==> src/hw/rtl/psb_pkg.sv <==
// ----------------------------------------------------------------------------
// psb_pkg
// Shared types and constants for the palette sprite blitter.
// ----------------------------------------------------------------------------
package psb_pkg;

  // Screen and sprite geometry
  localparam int SCREEN_WIDTH    = 320;
  localparam int SCREEN_HEIGHT   = 240;
  localparam int MAX_SPRITE_SIZE = 64;

  // Field widths
  localparam int COORD_W   = 12;                        // origin / camera registers
  localparam int SIZE_W    = 7;                         // sprite width / height registers
  localparam int CLIP_W    = 8;                         // clip height register
  localparam int INDEX_W   = 8;                         // palette index
  localparam int RGB_W     = 24;
  localparam int COLOR_W   = 32;
  localparam int ADDR_W    = 17;
  localparam int CFG_IDX_W = 3;
  localparam int CFG_DATA_W = COORD_W;

  localparam int PAL_DEPTH = 256;

  // Derived widths
  localparam int CNT_W = $clog2(MAX_SPRITE_SIZE);       // column / row counters
  localparam int CMP_W = SIZE_W + CNT_W + 1;            // counter vs. size compare
  localparam int POS_W = COORD_W + 2;                   // screen position, signed
  localparam int ROW_W = $clog2(SCREEN_HEIGHT);
  localparam int COL_W = $clog2(SCREEN_WIDTH);

  localparam logic [COLOR_W-RGB_W-1:0] ALPHA_OPAQUE = 8'hFF;

  // Result queue
  localparam int OUT_DEPTH = 3;
  localparam int OUT_PTR_W = $clog2(OUT_DEPTH);
  localparam int OUT_CNT_W = $clog2(OUT_DEPTH + 1);

  // Request types
  localparam logic REQ_PALETTE = 1'b0;
  localparam logic REQ_PIXEL   = 1'b1;

  // Configuration register indexes
  localparam logic [CFG_IDX_W-1:0] CFG_ORIGIN_X      = 3'd0;
  localparam logic [CFG_IDX_W-1:0] CFG_ORIGIN_Y      = 3'd1;
  localparam logic [CFG_IDX_W-1:0] CFG_CAMERA_X      = 3'd2;
  localparam logic [CFG_IDX_W-1:0] CFG_CAMERA_Y      = 3'd3;
  localparam logic [CFG_IDX_W-1:0] CFG_SPRITE_WIDTH  = 3'd4;
  localparam logic [CFG_IDX_W-1:0] CFG_SPRITE_HEIGHT = 3'd5;
  localparam logic [CFG_IDX_W-1:0] CFG_CLIP_HEIGHT   = 3'd6;
  localparam logic [CFG_IDX_W-1:0] CFG_KEY_INDEX     = 3'd7;

  // One result item
  typedef struct packed {
    logic               write_enable;
    logic [ADDR_W-1:0]  write_address;
    logic [COLOR_W-1:0] write_color;
    logic               sprite_done;
  } psb_result_t;

endpackage

==> src/hw/rtl/psb_out_fifo.sv <==
// ----------------------------------------------------------------------------
// psb_out_fifo
// Small result queue in flip-flops that decouples the blitter pipeline from
// a stalling consumer.
// ----------------------------------------------------------------------------
module psb_out_fifo
  import psb_pkg::*;
(
  input  logic                 clk,
  input  logic                 rst,
  input  logic                 push,
  input  psb_result_t          push_data,
  output logic                 out_valid,
  input  logic                 out_stall,
  output psb_result_t          head,
  output logic [OUT_CNT_W-1:0] count
);

  psb_result_t            entries [OUT_DEPTH];
  logic [OUT_PTR_W-1:0]   wr_ptr;
  logic [OUT_PTR_W-1:0]   rd_ptr;
  logic                   pop;

  assign out_valid = (count != '0);
  assign pop       = out_valid && !out_stall;
  assign head      = entries[rd_ptr];

  always_ff @(posedge clk) begin
    if (rst) begin
      wr_ptr <= '0;
      rd_ptr <= '0;
      count  <= '0;
    end else begin
      if (push) begin
        wr_ptr <= (wr_ptr == OUT_PTR_W'(OUT_DEPTH - 1)) ? '0 : wr_ptr + 1'b1;
      end
      if (pop) begin
        rd_ptr <= (rd_ptr == OUT_PTR_W'(OUT_DEPTH - 1)) ? '0 : rd_ptr + 1'b1;
      end
      count <= count + OUT_CNT_W'(push) - OUT_CNT_W'(pop);
    end
  end

  always_ff @(posedge clk) begin
    if (push) begin
      entries[wr_ptr] <= push_data;
    end
  end

endmodule
==> config.mk <==
export PLATFORM = sky130hd
export DESIGN_NAME = psb_out_fifo
export DESIGN_NICKNAME = d
export VERILOG_FILES = /design/src/hw/rtl/psb_pkg.sv /design/src/hw/rtl/psb_out_fifo.sv
export SDC_FILE = /design/constraint.sdc
export NUM_CORES = 1
export LEC_CHECK = 0
export CAP_MARGIN = 20
export CORE_MARGIN = 10
export CORE_UTILIZATION = 45
export DETAILED_ROUTE_END_ITERATION = 12
export DONT_BUFFER_PORTS = 1
export HOLD_SLACK_MARGIN = 0.02
export SLEW_MARGIN = 5
export SYNTH_ARGS = -nofsm -noshare
export SYNTH_HDL_FRONTEND = slang
export SYNTH_SLANG_ARGS = --single-unit
export TNS_END_PERCENT = 50
==> constraint.sdc <==
create_clock -name clk -period 4.9 [get_ports clk]
set_input_delay 0.98 -clock clk [delete_from_list [all_inputs] [get_ports clk]]
set_output_delay 0.98 -clock clk [all_outputs]
set_load 0.01 [all_outputs]
==> run metrics, run 1 <==
status=finished clean; fin nets=420; WS Path Type=flip-flop to output pin; Worst R2R Start=wr_ptr[0]; Setup TNS=0 ps; Post-Syn Instances=359; global-route wire length before repair=16300 um; synth top area cells=edfxtp_1 76%, mux2i_1 8.8%, o21ai_1 4.1%, nand2_1 3.3%, dfxtp_1 2.6%; R2R setup slack=2860 ps; synthesized cell area=0.00606 mm^2; Tcrit/Tclk final=0.603; Critical Path Fanout Max=51; leakage power=0.00208 uW; PortBufs=0; die footprint=0.0185 mm^2; Worst Setup Slack post-DPL=2260 ps; fmax=0.338 GHz; Die Ht=136 um; Synth Warn #=0; fin crit period=2960 ps; Unique masters post-synth=25; final setup fails=0; GPL Wtd Cong=0.684; startpoint types=flip-flop; DRT Wirelength=11000 um; pin count of the biggest net entering global routing=103; cells along the critical path=mux2i_1 -> o21ai_1; Post-Syn Area per Cell=16.9 um^2; Die Wd=136 um; hold_sp=rd_ptr[1]; CTS HTree Levels=4; CTS tree=done; Post-CTS Resized=0; count of clock tree sinks=161; HP Class=flip-flop to flip-flop; Initial Utilization=0.459; FILL cells=1073; number of global-route vias before repair=2788; GRT Overall Usage=0.119; Yosys reg bits=161; I/O pin cnt=109; Worst-Skew Late Latency=410 ps; CP Capture Type=output pin; global route overflow=0; commonest non-fill, non-tap cells in the layout=153 x edfxtp_1, 53 x mux2i_1, 53 x nand2_1, 50 x o21ai_1, 17 x clkbuf_16; clock-pin slew on the worst setup and hold paths=60 ps; worst clock skew=9.17 ps; initial antenna violation count=0; P&R area growth vs syn=11.4%; layout cell share with drive strength beyond 1=0.122; CP peak stage delay=980 ps; syn nets=415; Max-Cap Viols=0; hold depth=2; Post-DRT Antenna Nets=0; pwr dens=443 mW/mm^2; cell taking the most area after synthesis=edfxtp_1; r2r endpoint=entries[1][46]; # diodes=0; row count=42; post-CTS setup buffers=0; WP data arrival=1980 ps; Final Hold Viols=0; Hold-fix buffers, CTS=0; worst vdd ir=0.292 mV; total core area=0.0132 mm^2; setup ws final=1940 ps; Worst Tran Pin Value=1030 ps; average wire per standard cell=19.9 um; RSZ-0062 raised after global routing=false; cells on worst reg2reg path=3; via count=2830; slowest CP cell=dfxtp_4; sequential area share after synthesis=0.785; CTS Buffer Depth=2; post-detail-place hpwl=6500 um; Synth top area share=0.758; leading cell type in the layout, fill and taps excluded=edfxtp_1; TritonCTS Buffers=17; DRC Markers=0; Vias/cell=5.12; drt first pass iters=4; drt first-iter violations=176; Clock Tree Root=clkbuf_16; required time of the critical path=3920 ps; Rel. slew slack=0.312; final-report max-slew violation count=0
[cells in the mapped netlist (all sizes together)]
cell type and n:
a21oi 1, and2b 2, buf 15, clkbuf 2, dfxtp 8, edfxtp 153
ha 1, inv 1, mux2 3, mux2i 53, nand2 53, nand2b 3
nand3b 1, nor2 2, nor2b 2, nor3 1, nor3b 1, o21ai 53
o21ba 2, or2 1, or3b 1
[through the flow]
step / area [um^2] / std cells / total power, uW / utilization / hold WS, ps
global route: 6750 / 553 / 3100 / 0.512 / 556
CTS: 6750 / 553 / 3030 / 0.512 / 516
floorplan: 6060 / 359 / 1770 / - / 475
detailed placement: 6190 / 521 / 1800 / 0.469 / 499
finish: 6750 / 553 / 2990 / 0.512 / 520
global placement: 6190 / 521 / 1800 / 0.469 / 486
[layout make-up]
class                      instances  area [um^2]  share of cell area
timing repair buffer               3         22.5             0.00334
inverter                           1         3.75            0.000556
sequential                       161         4760               0.705
tap                              176          220              0.0326
clock buffer                      19          453              0.0671
clock inverter                    13          110              0.0163
multi-input combinational        180         1180               0.175
[critical path, delay by kind of cell (launching register included)]
kind	cells	cell delay, ps
compound gates	1	370
flops	1	980
mux	1	170
[where the power goes]
part,switching (uW),leakage [uW],internal (uW)
Combinational,98.2,0.000334,53.5
Sequential,40.4,0.00148,1570
Clock,501,0.000267,723
Total,639,0.00208,2350
[logic make-up (layout without fill, tap and decap cells)]
kind of cell | Yosys count | after routing | share of synthesized area
fa+ha+maj | 1 | 1 | 0.00206
flops | 161 | 161 | 0.785
simple gates | 67 | 67 | 0.0475
mux | 56 | 56 | 0.0931
compound gates | 56 | 56 | 0.0489
buf+inv | 18 | 36 | 0.0235
[worst max-delay path by stage]
stage,endpoint,slack [ps],cells after the start
after floorplan,entries[2][0],1260,2
after global placement,entries[2][38],2300,3
after detailed placement,entries[2][37],2260,3
after CTS,head[39],1870,2
after global routing,head[10],1770,2
final,head[10],1940,2
[flip-flops by register name, indices dropped and copies added, names as in the netlist, named ones only]
signal   cells
wr_ptr       2
rd_ptr       2
count        2
entries    153
[routing by layer]
layer / vias to the layer above / share of wire / track usage / wire length (um)
met5: - / 0 / 0 / 0
met1: 1375 / 0.39 / 0.126 / 4320
met4: 0 / 0.016 / 0.0515 / 180
li1: 1367 / - / - / -
met3: 13 / 0.092 / 0.0649 / 1010
met2: 75 / 0.50 / 0.192 / 5470
No activity file was read; power rests on OpenSTA's default activity.
==> inputs of run 2 (changes only) <==
clock period = 2.85 ns   (was 4.9 ns; I/O delays follow)
==> run 2 against run 1 <==
Compared with the run above: sequential power is 71% higher; clock power is 88% higher; first-iteration DRC count is 30% higher; utilization is 0.96 points higher; sequential cell count stayed put; cell count is 0.90% higher; setup slack worse by 1400 ps; critical path type unchanged; largest cell class unchanged; highest routed layer unchanged.
==> run metrics, run 2 (same netlist as run 1, synthesis figures left out) <==
Final Hold Viols=0 (unchanged); PortBufs=0 (unchanged); Post-DRT Antenna Nets=0 (unchanged); Initial Utilization=0.459 (unchanged); post-CTS setup buffers=0 (unchanged); via count=2830 (unchanged); leakage power=0.00214 uW (+2.7%); DRT Wirelength=10800 um (-1.8%); WS Path Type=flip-flop to output pin; Die Ht=136 um (unchanged); clock power share=0.429 (+0.020); GPL Wtd Cong=0.702 (+2.6%); P_sw=1070 uW (+68%); GRT Overall Usage=0.119 (+0.000157); row count=42 (unchanged); average wire per standard cell=19.3 um (-2.7%); Flop pwr share=0.515 (-0.025); Comb pwr share=0.056 (+0.005); CTS HTree Levels=4 (unchanged); final setup fails=0 (unchanged); CTS Buffer Depth=2 (unchanged); Tcrit/Tclk final=0.793; TritonCTS Buffers=17 (unchanged); Vias/cell=5.07 (-0.90%); Overall Power=5330 uW (+78%); setup ws final=590 ps (-1350 ps); layout cell share with drive strength beyond 1=0.120 (-0.00160); Die Wd=136 um (unchanged); required time of the critical path=2280 ps (-1640 ps); drt first pass iters=4 (unchanged); Clock Tree Root=clkbuf_16; worst vdd ir=0.400 mV (+37%); Setup TNS=0 ps (unchanged); RSZ-0062 raised after global routing=false; HP Class=input port to flip-flop; placed instance count=526 (+0.96%); drt first-iter violations=229 (+30%); WP data arrival=1690 ps (-290 ps); register area=0.00476 mm^2 (unchanged); Critical Path Fanout Max=26 (-49%); count of clock tree sinks=161 (unchanged); Most flops, register=entries; initial antenna violation count=0 (unchanged); Worst Tran Pin Value=774 ps (-258 ps); I/O pin cnt=109 (unchanged); FILL cells=1090 (+1.6%); pin count of the biggest net entering global routing=53 (-49%); global-route wire length before repair=16500 um (+1.4%); fin crit period=2260 ps; Layout Utilization=0.521 (+0.00958); Worst R2R Start=wr_ptr[0]; final-report max-slew violation count=0 (unchanged); Hold-fix buffers, CTS=0 (unchanged); clock-pin slew on the worst setup and hold paths=60 ps (about the same); fmax=0.443 GHz; status=finished clean; CTS tree=done; Rel. slew slack=0.484 (+0.172); global route overflow=0 (unchanged); commonest non-fill, non-tap cells in the layout=153 x edfxtp_1, 53 x mux2i_1, 53 x nand2_1, 50 x o21ai_1, 17 x clkbuf_16; startpoint types=flip-flop; area occupied by multi-input gates=0.00118 mm^2 (unchanged); Post-CTS Resized=0 (unchanged); non-filler cells, final=558 (+0.90%); leading cell type in the layout, fill and taps excluded=edfxtp_1; DRC Markers=0 (unchanged); CP Capture Type=output pin; Worst-Skew Late Latency=410 ps (about the same); number of global-route vias before repair=2942 (+5.5%); fin nets=425 (+1.2%); max reg flops=153 (unchanged); # diodes=0 (unchanged); Worst Setup Slack post-DPL=980 ps (-1280 ps); worst clock skew=6.21 ps (-2.96 ps); Max-Cap Viols=0 (unchanged); Sw Ratio=0.201 (-0.0129); hold_sp=rst; pwr dens=775 mW/mm^2 (+75%); post-detail-place hpwl=6600 um (+1.6%); total core area=0.0132 mm^2 (unchanged); P&R area growth vs syn=13.5%; Power Internal=4260 uW (+81%); die footprint=0.0185 mm^2 (unchanged)
run 2: cell count changes in the layout (fill, tap and decap cells not counted):
cell,delta
clkbuf_1,+3
clkinv_2,-2
clkinv_1,+2
bufinv_16,+3
buf_12,+4
buf_4,+1
clkinvlp_4,-2
inv_6,-2
clkbuf_8,-2
run 2: final timing paths:
kind                            cells after the start  slack, ps             end
worst max-delay path                                3        590        head[24]
worst min-delay path                                1        220       wr_ptr[1]
worst max register to register                      3       1220  entries[1][19]
worst min register to register                      2        510       flip-flop
run 2: power groups by stage:
stage	Clock, uW	Sequential [uW]	Combinational [uW]
5_1_grt	2450	2750	328
3_3_place_gp	0	2790	308
3_5_place_dp	0	2800	311
4_1_cts	2350	2750	311
6_report	2290	2750	297
2_1_floorplan	0	2780	259
run 2: per-layer routing:
| layer | vias to the layer above | share of wire | track usage |
|---|---|---|---|
| met5 | - | 0 | 0 |
| met4 | 0 | 0.021 | 0.0621 |
| met1 | 1377 | 0.40 | 0.126 |
| met2 | 62 | 0.51 | 0.201 |
| li1 | 1376 | - | - |
| met3 | 15 | 0.073 | 0.0476 |
run 2: stage by stage:
stage / hold slack (ps) / cell area, um^2
after CTS: 199 / 6880
after floorplan: 481 / 6070
after detailed placement: 504 / 6280
after global placement: 492 / 6280
after global routing: 213 / 6880
final: 225 / 6880
run 2: area by class of cell:
class                           instances  share of cell area
Tap cell                              176              0.0320
Multi-Input combinational cell        180               0.172
Clock buffer                           20              0.0635
Timing Repair Buffer                    8              0.0160
Sequential cell                       161               0.692
Clock inverter                         12              0.0240
Inverter                                1            0.000546
run 2: critical path, stage by stage, from the launching register on:
cell and delay (ps):
dfxtp_4 590, buf_12 270, mux2i_1 100, o21ai_1 300
==> inputs of run 3 (changes only) <==
clock period = 2 ns   (was 2.85 ns; I/O delays follow)
==> run 3 against run 2 <==
Compared with the run above: utilization grew 1.3 points; register-to-register slack worse by 550 ps; cell count grew 3.0%; routed wire length is 3.3% higher; setup slack got worse by 450 ps.
==> run metrics, run 3 (same netlist as run 1, synthesis figures left out) <==
status=finished clean; drt first-iter violations=146 (-36%); die footprint=0.0185 mm^2 (unchanged); RSZ-0062 raised after global routing=false; pin count of the biggest net entering global routing=46 (-13%); post-detail-place hpwl=6990 um (+5.8%); R2R setup slack=670 ps (-550 ps); total core area=0.0132 mm^2 (unchanged); Max-Cap Viols=0 (unchanged); CTS Buffer Depth=2 (unchanged); P&R area growth vs syn=16.5%; GRT Overall Usage=0.124 (+0.00457); TritonCTS Buffers=17 (unchanged); worst clock skew=8.31 ps (+2.10 ps); cells along the critical path=buf_6 -> mux2i_1 -> o21ai_1; WS Path Type=flip-flop to output pin; Overall Power=7630 uW (+43%); Worst R2R Start=wr_ptr[0]; worst vdd ir=0.582 mV (+46%); average wire per standard cell=19.4 um (+0.20%); leading cell type in the layout, fill and taps excluded=edfxtp_1; slowest CP cell=dfxtp_4; Setup TNS=0 ps (unchanged); # diodes=0 (unchanged); hold depth=0 (-1); r2r endpoint=entries[1][42]; commonest non-fill, non-tap cells in the layout=153 x edfxtp_1, 53 x mux2i_1, 53 x nand2_1, 49 x o21ai_1, 17 x clkbuf_16; global route overflow=0 (unchanged); fmax=0.536 GHz; Initial Utilization=0.459 (unchanged); CP Capture Type=output pin; final setup fails=0 (unchanged); fin nets=443 (+4.2%); Tcrit/Tclk final=0.932; area occupied by multi-input gates=0.00118 mm^2 (+0.32%); final-report max-slew violation count=0 (unchanged); Worst-Skew Late Latency=420 ps (about the same); drt first pass iters=4 (unchanged); CTS HTree Levels=4 (unchanged); global-route wire length before repair=16800 um (+2.0%); row count=42 (unchanged); Hold EP=entries[2][20]; DRT Wirelength=11100 um (+3.3%); leakage power=0.00224 uW (+4.9%); count of clock tree sinks=161 (unchanged); Critical Path Fanout Max=12 (-54%); cells on worst reg2reg path=3 (unchanged); Most flops, register=entries; initial antenna violation count=0 (unchanged); Rel. slew slack=0.778 (+0.294); Layout Utilization=0.535 (+0.0135); WP data arrival=1460 ps (-230 ps); via count=2920 (+3.2%); HP Class=input port to flip-flop; fin crit period=1860 ps; Clock Tree Root=clkbuf_16; max reg flops=153 (unchanged); register area=0.00476 mm^2 (unchanged); Worst Tran Pin Value=330 ps (-443 ps); Final Hold Viols=0 (unchanged); required time of the critical path=1600 ps (-680 ps); layout cell share with drive strength beyond 1=0.160 (+0.0400); Post-DRT Antenna Nets=0 (unchanged); startpoint types=flip-flop; Die Wd=136 um (unchanged); CP peak stage delay=460 ps (-130 ps); CTS tree=done; PortBufs=0 (unchanged); FILL cells=1055 (-3.2%); GPL Wtd Cong=0.702 (unchanged); Vias/cell=5.08 (+0.13%); number of global-route vias before repair=2924 (-0.61%); pwr dens=1080 mW/mm^2 (+40%); DRC Markers=0 (unchanged); Die Ht=136 um (unchanged); clock-pin slew on the worst setup and hold paths=60 ps (about the same); hold_sp=push_data[20]; I/O pin cnt=109 (unchanged)
run 3: area by class of cell:
class | count | area share
inverter | 1 | 0.000532
tap | 176 | 0.0312
timing repair buffer | 26 | 0.0408
clock buffer | 18 | 0.0608
sequential | 161 | 0.675
multi-input combinational | 180 | 0.168
clock inverter | 13 | 0.0239
run 3: per-stage QoR:
stage               hold WS [ps]  cells  setup slack [ps]  area (um^2)
global route                47.5    575              19.6         7060
global placement             472    535               377         6370
finish                      72.1    575               136         7060
CTS                         25.3    568              21.4         6990
detailed placement           475    535               349         6370
floorplan                    469    359              -183         6080
run 3: metal layers:
layer / routed length [um] / vias up / global-route usage
met3: 877 / 15 / 0.0554
met5: 0 / - / 0
met4: 252 / 0 / 0.0675
li1: - / 1402 / -
met2: 5740 / 80 / 0.203
met1: 4270 / 1423 / 0.131
run 3: worst max path at each step:
stage / cells after the start / endpoint / startpoint / slack [ps]
after global placement: 3 / head[46] / flip-flop / 380
after detailed placement: 3 / head[46] / flip-flop / 350
after CTS: 3 / head[18] / flip-flop / 20
after floorplan: 1 / entries[0][0] / push / -180
after global routing: 3 / head[45] / flip-flop / 20
final: 3 / head[45] / flip-flop / 140
run 3: what timing repair did:
item | 4_1_cts | 5_1_grt
endpoints found under the setup margin | 42 | 6
pin swaps | 0 | 0
gates resized for setup | 0 | 1
endpoints found under the hold margin | 0 | 1
buffers inserted | 2 | 6
hold buffers | 0 | 1
run 3: worst max-delay path, delay by kind of cell, from the launching register on:
kind,cells,cell delay [ps]
DFF,1,460
muxes,1,240
buffers and inverters,1,220
AOI/OAI and AO/OA,1,130
run 3: report_power, final:
part,leakage [uW],switching (uW),total (uW),internal [uW]
combinational,0.000477,301,486,185
clock,0.000284,1190,3250,2060
sequential,0.00148,49.2,3900,3850
